===== config.mk =====
export PLATFORM = sky130hd
export DESIGN_NAME = tensor_axis_permute_addresses_top_flat
export DESIGN_NICKNAME = d
export VERILOG_FILES = /design/src/hdl/tapa_pkg.sv /design/src/hdl/tapa_channels.sv /design/src/hdl/tensor_axis_permute_addresses_top.sv /design/src/flat_wrapper.sv
export VERILOG_INCLUDE_DIRS = /design/src /design/src/hdl
export SDC_FILE = /design/constraint.sdc
export NUM_CORES = 2
export LEC_CHECK = 0
export BUFFER_PORTS_ARGS = -buffer_cell sky130_fd_sc_hd__buf_2
export CAP_MARGIN = 5
export CELL_PAD_IN_SITES_DETAIL_PLACEMENT = 0
export CELL_PAD_IN_SITES_GLOBAL_PLACEMENT = 1
export CORE_AREA = 3 3 293 295
export DETAILED_ROUTE_END_ITERATION = 12
export DIE_AREA = 0 0 296 298
export MAX_ROUTING_LAYER = met4
export PLACE_DENSITY_LB_ADDON = 0.1
export SLEW_MARGIN = 30
export SYNTH_ARGS = -nofsm -noshare
export SYNTH_HDL_FRONTEND = slang
export SYNTH_SLANG_ARGS = --single-unit

===== constraint.sdc =====
create_clock -name clock -period 33.3 [get_ports clock]
set_input_delay 6.66 -clock clock [delete_from_list [all_inputs] [get_ports clock]]
set_output_delay 6.66 -clock clock [all_outputs]
set_load 0.05 [all_outputs]

===== src/hdl/tensor_axis_permute_addresses_top_macros.svh =====
// Assertion macros for the axis-permute address generator.
// Included by the top level; needs nothing else.
`ifndef TENSOR_AXIS_PERMUTE_ADDRESSES_TOP_MACROS_SVH
`define TENSOR_AXIS_PERMUTE_ADDRESSES_TOP_MACROS_SVH

// same-cycle implication
`define TAPA_ASSERT_NOW(label, clk, rst, ante, cons, msg) \
   label: assert property (@(posedge clk) disable iff (rst) (ante) |-> (cons)) \
      else $error(msg);

// next-cycle implication
`define TAPA_ASSERT_NEXT(label, clk, rst, ante, cons, msg) \
   label: assert property (@(posedge clk) disable iff (rst) (ante) |=> (cons)) \
      else $error(msg);

`endif


===== src/hdl/tapa_pkg.sv =====
// Shared types and constants for the axis-permute address generator.
// No dependencies; used by the channel interfaces and the top level.
package tapa_pkg;

   localparam int VALUE_WIDTH       = 32;
   localparam int ADDR_WIDTH        = 32;
   localparam int CSR_DATA_WIDTH    = 32;
   localparam int RANK_WIDTH        = 3;
   localparam int SIZES_WIDTH       = 32;
   localparam int ORDER_WIDTH       = 8;
   localparam int ORDER_FIELD_WIDTH = 2;
   localparam int HW_AXES           = 4;

   typedef logic [VALUE_WIDTH-1:0]       value_type;
   typedef logic [ADDR_WIDTH-1:0]        addr_type;
   typedef logic [CSR_DATA_WIDTH-1:0]    csr_data_type;
   typedef logic [ORDER_FIELD_WIDTH-1:0] axis_sel_type;

   typedef enum logic [1:0] {
      CSR_TENSOR_RANK = 2'd0,
      CSR_AXIS_SIZES  = 2'd1,
      CSR_AXIS_ORDER  = 2'd2
   } csr_index_type;

   localparam logic [RANK_WIDTH-1:0]  RANK_RESET  = 3'd1;
   localparam logic [SIZES_WIDTH-1:0] SIZES_RESET = 32'd0;
   localparam logic [ORDER_WIDTH-1:0] ORDER_RESET = 8'd228;

endpackage


===== src/hdl/tapa_channels.sv =====
// Valid/ready channel interfaces: element input, address result, register write.
// Depends on tapa_pkg.
interface tapa_req_if;
   logic                 valid;
   logic                 ready;
   tapa_pkg::value_type  element_value;

   modport source (output valid, output element_value, input ready);
   modport sink   (input valid, input element_value, output ready);
endinterface

interface tapa_rsp_if;
   logic                 valid;
   logic                 ready;
   tapa_pkg::addr_type   dest_address;
   tapa_pkg::value_type  moved_value;
   logic                 final_element;

   modport source (output valid, output dest_address, output moved_value,
                   output final_element, input ready);
   modport sink   (input valid, input dest_address, input moved_value,
                   input final_element, output ready);
endinterface

interface tapa_csr_if;
   logic                     valid;
   logic                     ready;
   tapa_pkg::csr_index_type  index;
   tapa_pkg::csr_data_type   data;

   modport source (output valid, output index, output data, input ready);
   modport sink   (input valid, input index, input data, output ready);
endinterface


===== src/hdl/tensor_axis_permute_addresses_top.sv =====
// Channel    | dir | payload
// req_port   | in  | element_value
// rsp_port   | out | dest_address, moved_value, final_element
// csr_port   | in  | index, data (tensor_rank, axis_sizes_minus_one, axis_order)
//
// One transaction per cycle sustained while rsp_port.ready stays high and the strides have settled;
// an accepted element passes the input stage, the per-axis stride multiply and the address sum
// into the output register. Reset is synchronous; after reset or any csr write, req_port.ready
// stays low while the stride register chain (one multiply per axis below the last) settles.
// Each stage holds while the one after it is full and stalled.
// Axis-permute address generator top level. Depends on tapa_pkg, tapa_channels
// and tensor_axis_permute_addresses_top_macros.svh.
`include "tensor_axis_permute_addresses_top_macros.svh"

module tensor_axis_permute_addresses_top #(
   parameter int RANK_LIMIT = 4,
   parameter int AXIS_BITS  = 8,
   parameter int VALUE_BITS = 32
) (
   input  logic       clock,
   input  logic       reset,
   tapa_req_if.sink   req_port,
   tapa_rsp_if.source rsp_port,
   tapa_csr_if.sink   csr_port
);

   localparam int ADDR_W   = tapa_pkg::ADDR_WIDTH;
   localparam int VAL_W    = tapa_pkg::VALUE_WIDTH;
   localparam int DSIZE_W  = AXIS_BITS + 1;
   localparam int SP_W     = ADDR_W + DSIZE_W;
   localparam int TP_W     = ADDR_W + AXIS_BITS;
   localparam int SETTLE_W = $clog2(RANK_LIMIT + 1);
   localparam logic [VAL_W-1:0] VALUE_MASK =
      (VALUE_BITS >= VAL_W) ? {VAL_W{1'b1}} : VAL_W'((64'd1 << VALUE_BITS) - 64'd1);

   logic [tapa_pkg::RANK_WIDTH-1:0]  rank_ff;
   logic [tapa_pkg::SIZES_WIDTH-1:0] sizes_ff;
   logic [tapa_pkg::ORDER_WIDTH-1:0] order_ff;
   logic [SETTLE_W-1:0]              settle_ff;

   logic [3:0] rank_ext;
   logic [3:0] arank;

   logic [RANK_LIMIT-1:0][AXIS_BITS-1:0] coord_ff;
   logic [RANK_LIMIT-1:0][AXIS_BITS-1:0] coord_in;
   logic [RANK_LIMIT-1:0][AXIS_BITS-1:0] smo;
   tapa_pkg::axis_sel_type               order_src [RANK_LIMIT];
   logic [DSIZE_W-1:0]                   dsize     [RANK_LIMIT];
   logic [ADDR_W-1:0]                    stride_ff [RANK_LIMIT];
   logic [ADDR_W-1:0]                    stride_in [RANK_LIMIT];
   logic [AXIS_BITS-1:0]                 dcoord_in [RANK_LIMIT];
   logic [RANK_LIMIT-1:0]                top_axis;
   logic [RANK_LIMIT-1:0]                in_use;
   logic                                 last_in;
   logic                                 carry;

   logic                 s1_valid_ff;
   logic [VAL_W-1:0]     s1_value_ff;
   logic [AXIS_BITS-1:0] s1_dcoord_ff [RANK_LIMIT];
   logic                 s1_last_ff;

   logic                 s2_valid_ff;
   logic [VAL_W-1:0]     s2_value_ff;
   logic [ADDR_W-1:0]    s2_term_ff [RANK_LIMIT];
   logic [ADDR_W-1:0]    s2_term_in [RANK_LIMIT];
   logic                 s2_last_ff;

   logic                 rsp_valid_ff;
   logic [ADDR_W-1:0]    rsp_addr_ff;
   logic [ADDR_W-1:0]    rsp_addr_in;
   logic [VAL_W-1:0]     rsp_value_ff;
   logic                 rsp_last_ff;

   logic s3_ready, s2_ready, s1_ready;
   logic out_load, s2_load, req_fire, csr_fire;

   // handshake
   assign s3_ready = !rsp_valid_ff || rsp_port.ready;
   assign out_load = s2_valid_ff && s3_ready;
   assign s2_ready = !s2_valid_ff || s3_ready;
   assign s2_load  = s1_valid_ff && s2_ready;
   assign s1_ready = !s1_valid_ff || s2_ready;

   assign req_port.ready = s1_ready && (settle_ff == '0);
   assign req_fire       = req_port.valid && req_port.ready;
   assign csr_port.ready = 1'b1;
   assign csr_fire       = csr_port.valid && csr_port.ready;

   assign rsp_port.valid         = rsp_valid_ff;
   assign rsp_port.dest_address  = rsp_addr_ff;
   assign rsp_port.moved_value   = rsp_value_ff;
   assign rsp_port.final_element = rsp_last_ff;

   // clamp rank
   always_comb begin
      rank_ext = {1'b0, rank_ff};
      if (rank_ext == 4'd0) begin
         arank = 4'd1;
      end else if (rank_ext > 4'(RANK_LIMIT)) begin
         arank = 4'(RANK_LIMIT);
      end else begin
         arank = rank_ext;
      end
   end

   // per-axis fields from the csr registers
   for (genvar a = 0; a < RANK_LIMIT; a++) begin : g_field
      if (a < tapa_pkg::HW_AXES && a * AXIS_BITS < tapa_pkg::SIZES_WIDTH) begin : g_size
         assign smo[a] = AXIS_BITS'(sizes_ff >> (a * AXIS_BITS));
      end else begin : g_size_none
         assign smo[a] = '0;
      end
      if (a < tapa_pkg::HW_AXES) begin : g_order
         assign order_src[a] =
            order_ff[a*tapa_pkg::ORDER_FIELD_WIDTH +: tapa_pkg::ORDER_FIELD_WIDTH];
      end else begin : g_order_none
         assign order_src[a] = '0;
      end
   end

   // destination size and coordinate per destination axis
   always_comb begin
      for (int j = 0; j < RANK_LIMIT; j++) begin
         dsize[j]     = DSIZE_W'(1);
         dcoord_in[j] = '0;
         if (4'(j) < arank && {2'b00, order_src[j]} < arank) begin
            for (int i = 0; i < RANK_LIMIT; i++) begin
               if (int'(order_src[j]) == i) begin
                  dsize[j]     = DSIZE_W'(smo[i]) + DSIZE_W'(1);
                  dcoord_in[j] = coord_ff[i];
               end
            end
         end
      end
   end

   // stride chain: stride of destination axis j is the product of later sizes
   for (genvar j = 0; j < RANK_LIMIT; j++) begin : g_stride
      if (j == RANK_LIMIT - 1) begin : g_last
         assign stride_in[j] = ADDR_W'(1);
      end else begin : g_mul
         assign stride_in[j] = ADDR_W'(SP_W'(stride_ff[j+1]) * SP_W'(dsize[j+1]));
      end
   end

   // source coordinate counter
   always_comb begin
      last_in  = 1'b1;
      carry    = 1'b1;
      coord_in = coord_ff;
      for (int i = 0; i < RANK_LIMIT; i++) begin
         in_use[i]   = 4'(i) < arank;
         top_axis[i] = coord_ff[i] >= smo[i];
         if (in_use[i] && !top_axis[i]) begin
            last_in = 1'b0;
         end
      end
      for (int i = RANK_LIMIT - 1; i >= 0; i--) begin
         if (in_use[i]) begin
            if (carry) begin
               coord_in[i] = top_axis[i] ? '0 : coord_ff[i] + AXIS_BITS'(1);
            end
            carry = carry && top_axis[i];
         end
      end
      if (last_in) begin
         coord_in = '0;
      end
   end

   always_comb begin
      for (int j = 0; j < RANK_LIMIT; j++) begin
         s2_term_in[j] = ADDR_W'(TP_W'(s1_dcoord_ff[j]) * TP_W'(stride_ff[j]));
      end
   end

   always_comb begin
      rsp_addr_in = '0;
      for (int j = 0; j < RANK_LIMIT; j++) begin
         rsp_addr_in = rsp_addr_in + s2_term_ff[j];
      end
   end

   // control and csr state
   always_ff @(posedge clock) begin
      if (reset) begin
         rank_ff      <= tapa_pkg::RANK_RESET;
         sizes_ff     <= tapa_pkg::SIZES_RESET;
         order_ff     <= tapa_pkg::ORDER_RESET;
         settle_ff    <= SETTLE_W'(RANK_LIMIT);
         coord_ff     <= '0;
         s1_valid_ff  <= 1'b0;
         s2_valid_ff  <= 1'b0;
         rsp_valid_ff <= 1'b0;
      end else begin
         if (csr_fire) begin
            settle_ff <= SETTLE_W'(RANK_LIMIT);
            case (csr_port.index)
               tapa_pkg::CSR_TENSOR_RANK: rank_ff  <= csr_port.data[tapa_pkg::RANK_WIDTH-1:0];
               tapa_pkg::CSR_AXIS_SIZES:  sizes_ff <= csr_port.data[tapa_pkg::SIZES_WIDTH-1:0];
               tapa_pkg::CSR_AXIS_ORDER:  order_ff <= csr_port.data[tapa_pkg::ORDER_WIDTH-1:0];
               default: begin
               end
            endcase
         end else if (settle_ff != '0) begin
            settle_ff <= settle_ff - SETTLE_W'(1);
         end
         if (req_fire) begin
            coord_ff <= coord_in;
         end
         if (s1_ready) begin
            s1_valid_ff <= req_fire;
         end
         if (s2_ready) begin
            s2_valid_ff <= s1_valid_ff;
         end
         if (out_load) begin
            rsp_valid_ff <= 1'b1;
         end else if (rsp_port.ready) begin
            rsp_valid_ff <= 1'b0;
         end
      end
   end

   // payload
   always_ff @(posedge clock) begin
      stride_ff <= stride_in;
      if (req_fire) begin
         s1_value_ff  <= req_port.element_value & VALUE_MASK;
         s1_dcoord_ff <= dcoord_in;
         s1_last_ff   <= last_in;
      end
      if (s2_load) begin
         s2_value_ff <= s1_value_ff;
         s2_term_ff  <= s2_term_in;
         s2_last_ff  <= s1_last_ff;
      end
      if (out_load) begin
         rsp_addr_ff  <= rsp_addr_in;
         rsp_value_ff <= s2_value_ff;
         rsp_last_ff  <= s2_last_ff;
      end
   end

   `TAPA_ASSERT_NOW(a_settle_blocks_req, clock, reset, settle_ff != '0, !req_port.ready, "req accepted while strides settle")
   `TAPA_ASSERT_NEXT(a_final_clears_coord, clock, reset, req_fire && last_in, coord_ff == '0, "counter not cleared after final element")
   `TAPA_ASSERT_NEXT(a_csr_restarts_settle, clock, reset, csr_fire, settle_ff == SETTLE_W'(RANK_LIMIT), "csr write did not restart settle")
   `TAPA_ASSERT_NEXT(a_stall_holds_s2, clock, reset, s2_valid_ff && !s3_ready, s2_valid_ff && $stable(s2_last_ff), "stage 2 lost a transaction under stall")

endmodule


===== src/flat_wrapper.sv =====
// flat-port wrapper written by rule: the top's interface ports become plain ports
module tensor_axis_permute_addresses_top_flat 
#(
   parameter int RANK_LIMIT = 4,
   parameter int AXIS_BITS  = 8,
   parameter int VALUE_BITS = 32
)
  (clock, reset, req_port_valid, req_port_element_value, req_port_ready, rsp_port_valid, rsp_port_dest_address, rsp_port_moved_value, rsp_port_final_element, rsp_port_ready, csr_port_valid, csr_port_index, csr_port_data, csr_port_ready);
  tapa_req_if req_port_i ();
  tapa_rsp_if rsp_port_i ();
  tapa_csr_if csr_port_i ();
  input  logic clock;
  input  logic reset;
  input wire logic [$bits(req_port_i.valid)-1:0] req_port_valid;
  input wire logic [$bits(req_port_i.element_value)-1:0] req_port_element_value;
  output wire logic [$bits(req_port_i.ready)-1:0] req_port_ready;
  output wire logic [$bits(rsp_port_i.valid)-1:0] rsp_port_valid;
  output wire logic [$bits(rsp_port_i.dest_address)-1:0] rsp_port_dest_address;
  output wire logic [$bits(rsp_port_i.moved_value)-1:0] rsp_port_moved_value;
  output wire logic [$bits(rsp_port_i.final_element)-1:0] rsp_port_final_element;
  input wire logic [$bits(rsp_port_i.ready)-1:0] rsp_port_ready;
  input wire logic [$bits(csr_port_i.valid)-1:0] csr_port_valid;
  input wire logic [$bits(csr_port_i.index)-1:0] csr_port_index;
  input wire logic [$bits(csr_port_i.data)-1:0] csr_port_data;
  output wire logic [$bits(csr_port_i.ready)-1:0] csr_port_ready;
  assign req_port_i.valid = req_port_valid;
  assign req_port_i.element_value = req_port_element_value;
  assign req_port_ready = req_port_i.ready;
  assign rsp_port_valid = rsp_port_i.valid;
  assign rsp_port_dest_address = rsp_port_i.dest_address;
  assign rsp_port_moved_value = rsp_port_i.moved_value;
  assign rsp_port_final_element = rsp_port_i.final_element;
  assign rsp_port_i.ready = rsp_port_ready;
  assign csr_port_i.valid = csr_port_valid;
  assign csr_port_i.index = csr_port_index;
  assign csr_port_i.data = csr_port_data;
  assign csr_port_ready = csr_port_i.ready;
  tensor_axis_permute_addresses_top #(.RANK_LIMIT(RANK_LIMIT), .AXIS_BITS(AXIS_BITS), .VALUE_BITS(VALUE_BITS)) u_core (.clock(clock), .reset(reset), .req_port(req_port_i), .rsp_port(rsp_port_i), .csr_port(csr_port_i));
endmodule

==> results.md <==
* Vias in the first global route at 26,400
* Tcrit/Tclk final at 0.431
* FP Rows at 106
* Port bufs at around 140
* Core region area at 0.0834 sq mm
* Total GRT Usage at 0.210
* Total CTS buffers at 46
* Tightest Pin Transition at 1.06 ns
* Drt wl/cell at 17.7 um
* Top-area cell type share of the netlist area at 0.257
* Boundary Pins at between 100 and 150
* Post-route antenna net violation count at 0
* Seq cells post-synth at 385
* Cell Area, Synth at ~0.037 sq mm
* PwrDens at 27.0 mW/mm^2
* DR vias at 25,200
* Setup Fix Bufs, Post-CTS at 0
* CTS resizes at 0
* Compound-Gate Fraction of Synth Area at 0.0756
* Synth area leader: fa_1
* XOR/XNOR Fraction of Synth Area at 0.0332
* CTS Buffer Depth at 3
* # DRC at 0
* Hold_buf cts at 0
* Dominant synthesized flop cell: edfxtp_1
* Routability congestion estimate at 0.874
* RSZ-0062 raised after global routing: false
* First drt pass iteration count at 5
* TritonCTS clock tree: built
* Hold Path Class: flip-flop to flip-flop
* Fin. Hold Viols at 0
* Synth area leaders: fa_1, edfxtp_1, ha_1
* Syn avg cell area at 10.2 sq um
* CTS sink cnt at roughly 390
* DR iter-0 viols at 1,375
* Max VDD drop at 0.0354 mV
* Largest family of logic cells by synthesized area: adder cells
* Critical path capture point type: primary output
* Grt ovf at 0
* WL final at 86,300 um
* Yosys warnings at 0
* Startpoint types: primary input
* Initial antenna violation count at 2
* Met3 usage at 0.0241
* Max-cap viol count at 0
* Worst Setup Path Type: primary input to primary output
* Die area at 0.0882 sq mm
* WP data arrival at 7.68 ns
* Relative slew margins at 0.290
* Die span in x at roughly 300 um
* Setup violators final at 0
* First-pass GRT wire length at roughly 140,000 um
* Post-synth EDFFs at 248
* Run status: complete, no violations
* Initial Utilization at 0.449
* Asr flop ratio synth at 0
* DP HPWL at 67,400 um
* Tmin final at roughly 14 ns
* Worst clock skew at ~0.053 ns
* H-tree level count at 2
* Layout cells sized above 1 at 0.0886
* Largest net degree at the start of global routing at 83
* Die H at 298 um
* Vias/cell at 5.15
* Final Max Slew Viols at 0
* Seq/Total Area, Yosys at 0.272
* CTS root buffer: clkbuf_16
* Met1 GRT Util at 0.304
* Most Crowded Layer GR: met2
* Synth Area in Simple Gates at 0.151
* Worst-path clk slew at 0.06 ns
* Syn Nets at 4,548
* P_leak at between 0.015 and 0.02 uW
* Commonest non-fill, non-tap cell in the layout: inv_1
* Max Fanout on Critical Path at 6
* Synth-to-layout area growth at 9.02%
* Post-Synth Adder-Cell Area at 0.365
* Clock latency at the later pin of the worst-skew pair at around 0.60 ns
* Nets at roughly 4,600
* Mapped Cells at 3,673
* Distinct cells, synth at 75
* Met2 global-route usage at 0.321
* Finished Core Util at 0.489
* Critical Path RT at 26.64 ns
* Mux cell area share after synthesis at 0.0356
* Fmax achieved at 69.7 MHz
* Setup TNS at 0 ns
* Commonest non-fill, non-tap cells in the layout: inv_1, nand2_1, fa_1, and2_1, ha_1
==> cells by family after synthesis <==
kind of cell	count (synthesis)
buf+inv	676
simple gates	1161
xor+xnor	142
other cells	1
mux	63
compound gates	441
flops	385
fa+ha+maj	804
==> metal layers <==
layer | vias to the layer above | wire (um) | part of all wire
met4 | 0 | 1730 | 0.020
met1 | 12500 | 42500 | 0.49
li1 | 12100 | - | -
met2 | 438 | 38600 | 0.45
met5 | - | 0 | 0
met3 | 93 | 3510 | 0.041
==> report_power, final <==
group,switching (uW),leakage [uW],internal (uW)
registers,8.46,0.00339,515
logic,48.4,0.0137,32.9
clock network,209,0.000750,288
total,266,0.0178,836
==> metrics by stage <==
step	cells	power, uW	hold WS (ns)	cell area (sq um)	setup slack, ns
after floorplan	3673	590	0.400	37400	17.24
after global placement	4799	615	0.400	39300	18.96
after detailed placement	4799	615	0.405	39300	18.94
after CTS	4885	1120	0.418	40800	18.95
after global routing	4886	1150	0.422	40800	18.87
final	4886	1100	0.409	40800	18.96
==> Yosys cell counts, types with 45 or more instances <==
master,n
mux4_2,56
nor2b_1,49
dfxtp_1,137
nand3_1,45
xnor2_1,116
edfxtp_1,248
and2_1,328
a21oi_1,153
ha_1,324
a21o_1,52
clkbuf_1,114
nand2_1,517
fa_1,480
nor2_1,114
inv_1,552
o21ai_0,52
==> critical path, stage by stage <==
cell	delay, ns
buf_2	0.09
nor2b_1	0.50
a31oi_1	0.19
buf_2	0.24
==> final timing paths <==
path                                from                endpoint  slack (ns)  depth (start not counted)
setup / recovery          rsp_port_ready          req_port_ready       18.96                          4
hold / removal    u_core.s1_value_ff[18]  u_core.s2_value_ff[18]        0.41                          0
setup reg to reg       u_core.rank_ff[2]   u_core.stride_ff[121]       24.92                         26
hold reg to reg   u_core.s1_value_ff[18]  u_core.s2_value_ff[18]        0.41                          0
==> final cells by class <==
class / count / area [sq um]
fillers: 7903 / 42600
flip-flops and latches: 385 / 10200
repair buffers: 169 / 930
diodes: 1 / 2.50
clock inverters: 33 / 317
well taps: 1080 / 1350
inverters: 553 / 2080
multi-input cells: 2612 / 24700
clock buffers: 53 / 1210
==> flip-flops by register name, indices dropped and copies added (netlist names), 8 cells and up <==
signal	cells
u_core.rsp_port.moved_value	32
u_core.rsp_port.dest_address	32
u_core.stride_ff	56
u_core.coord_ff	32
u_core.sizes_ff	32
u_core.s2_term_ff	85
u_core.s2_value_ff	32
u_core.order_ff	8
u_core.s1_dcoord_ff	32
u_core.s1_value_ff	32
(Power assumes the default switching activity.)
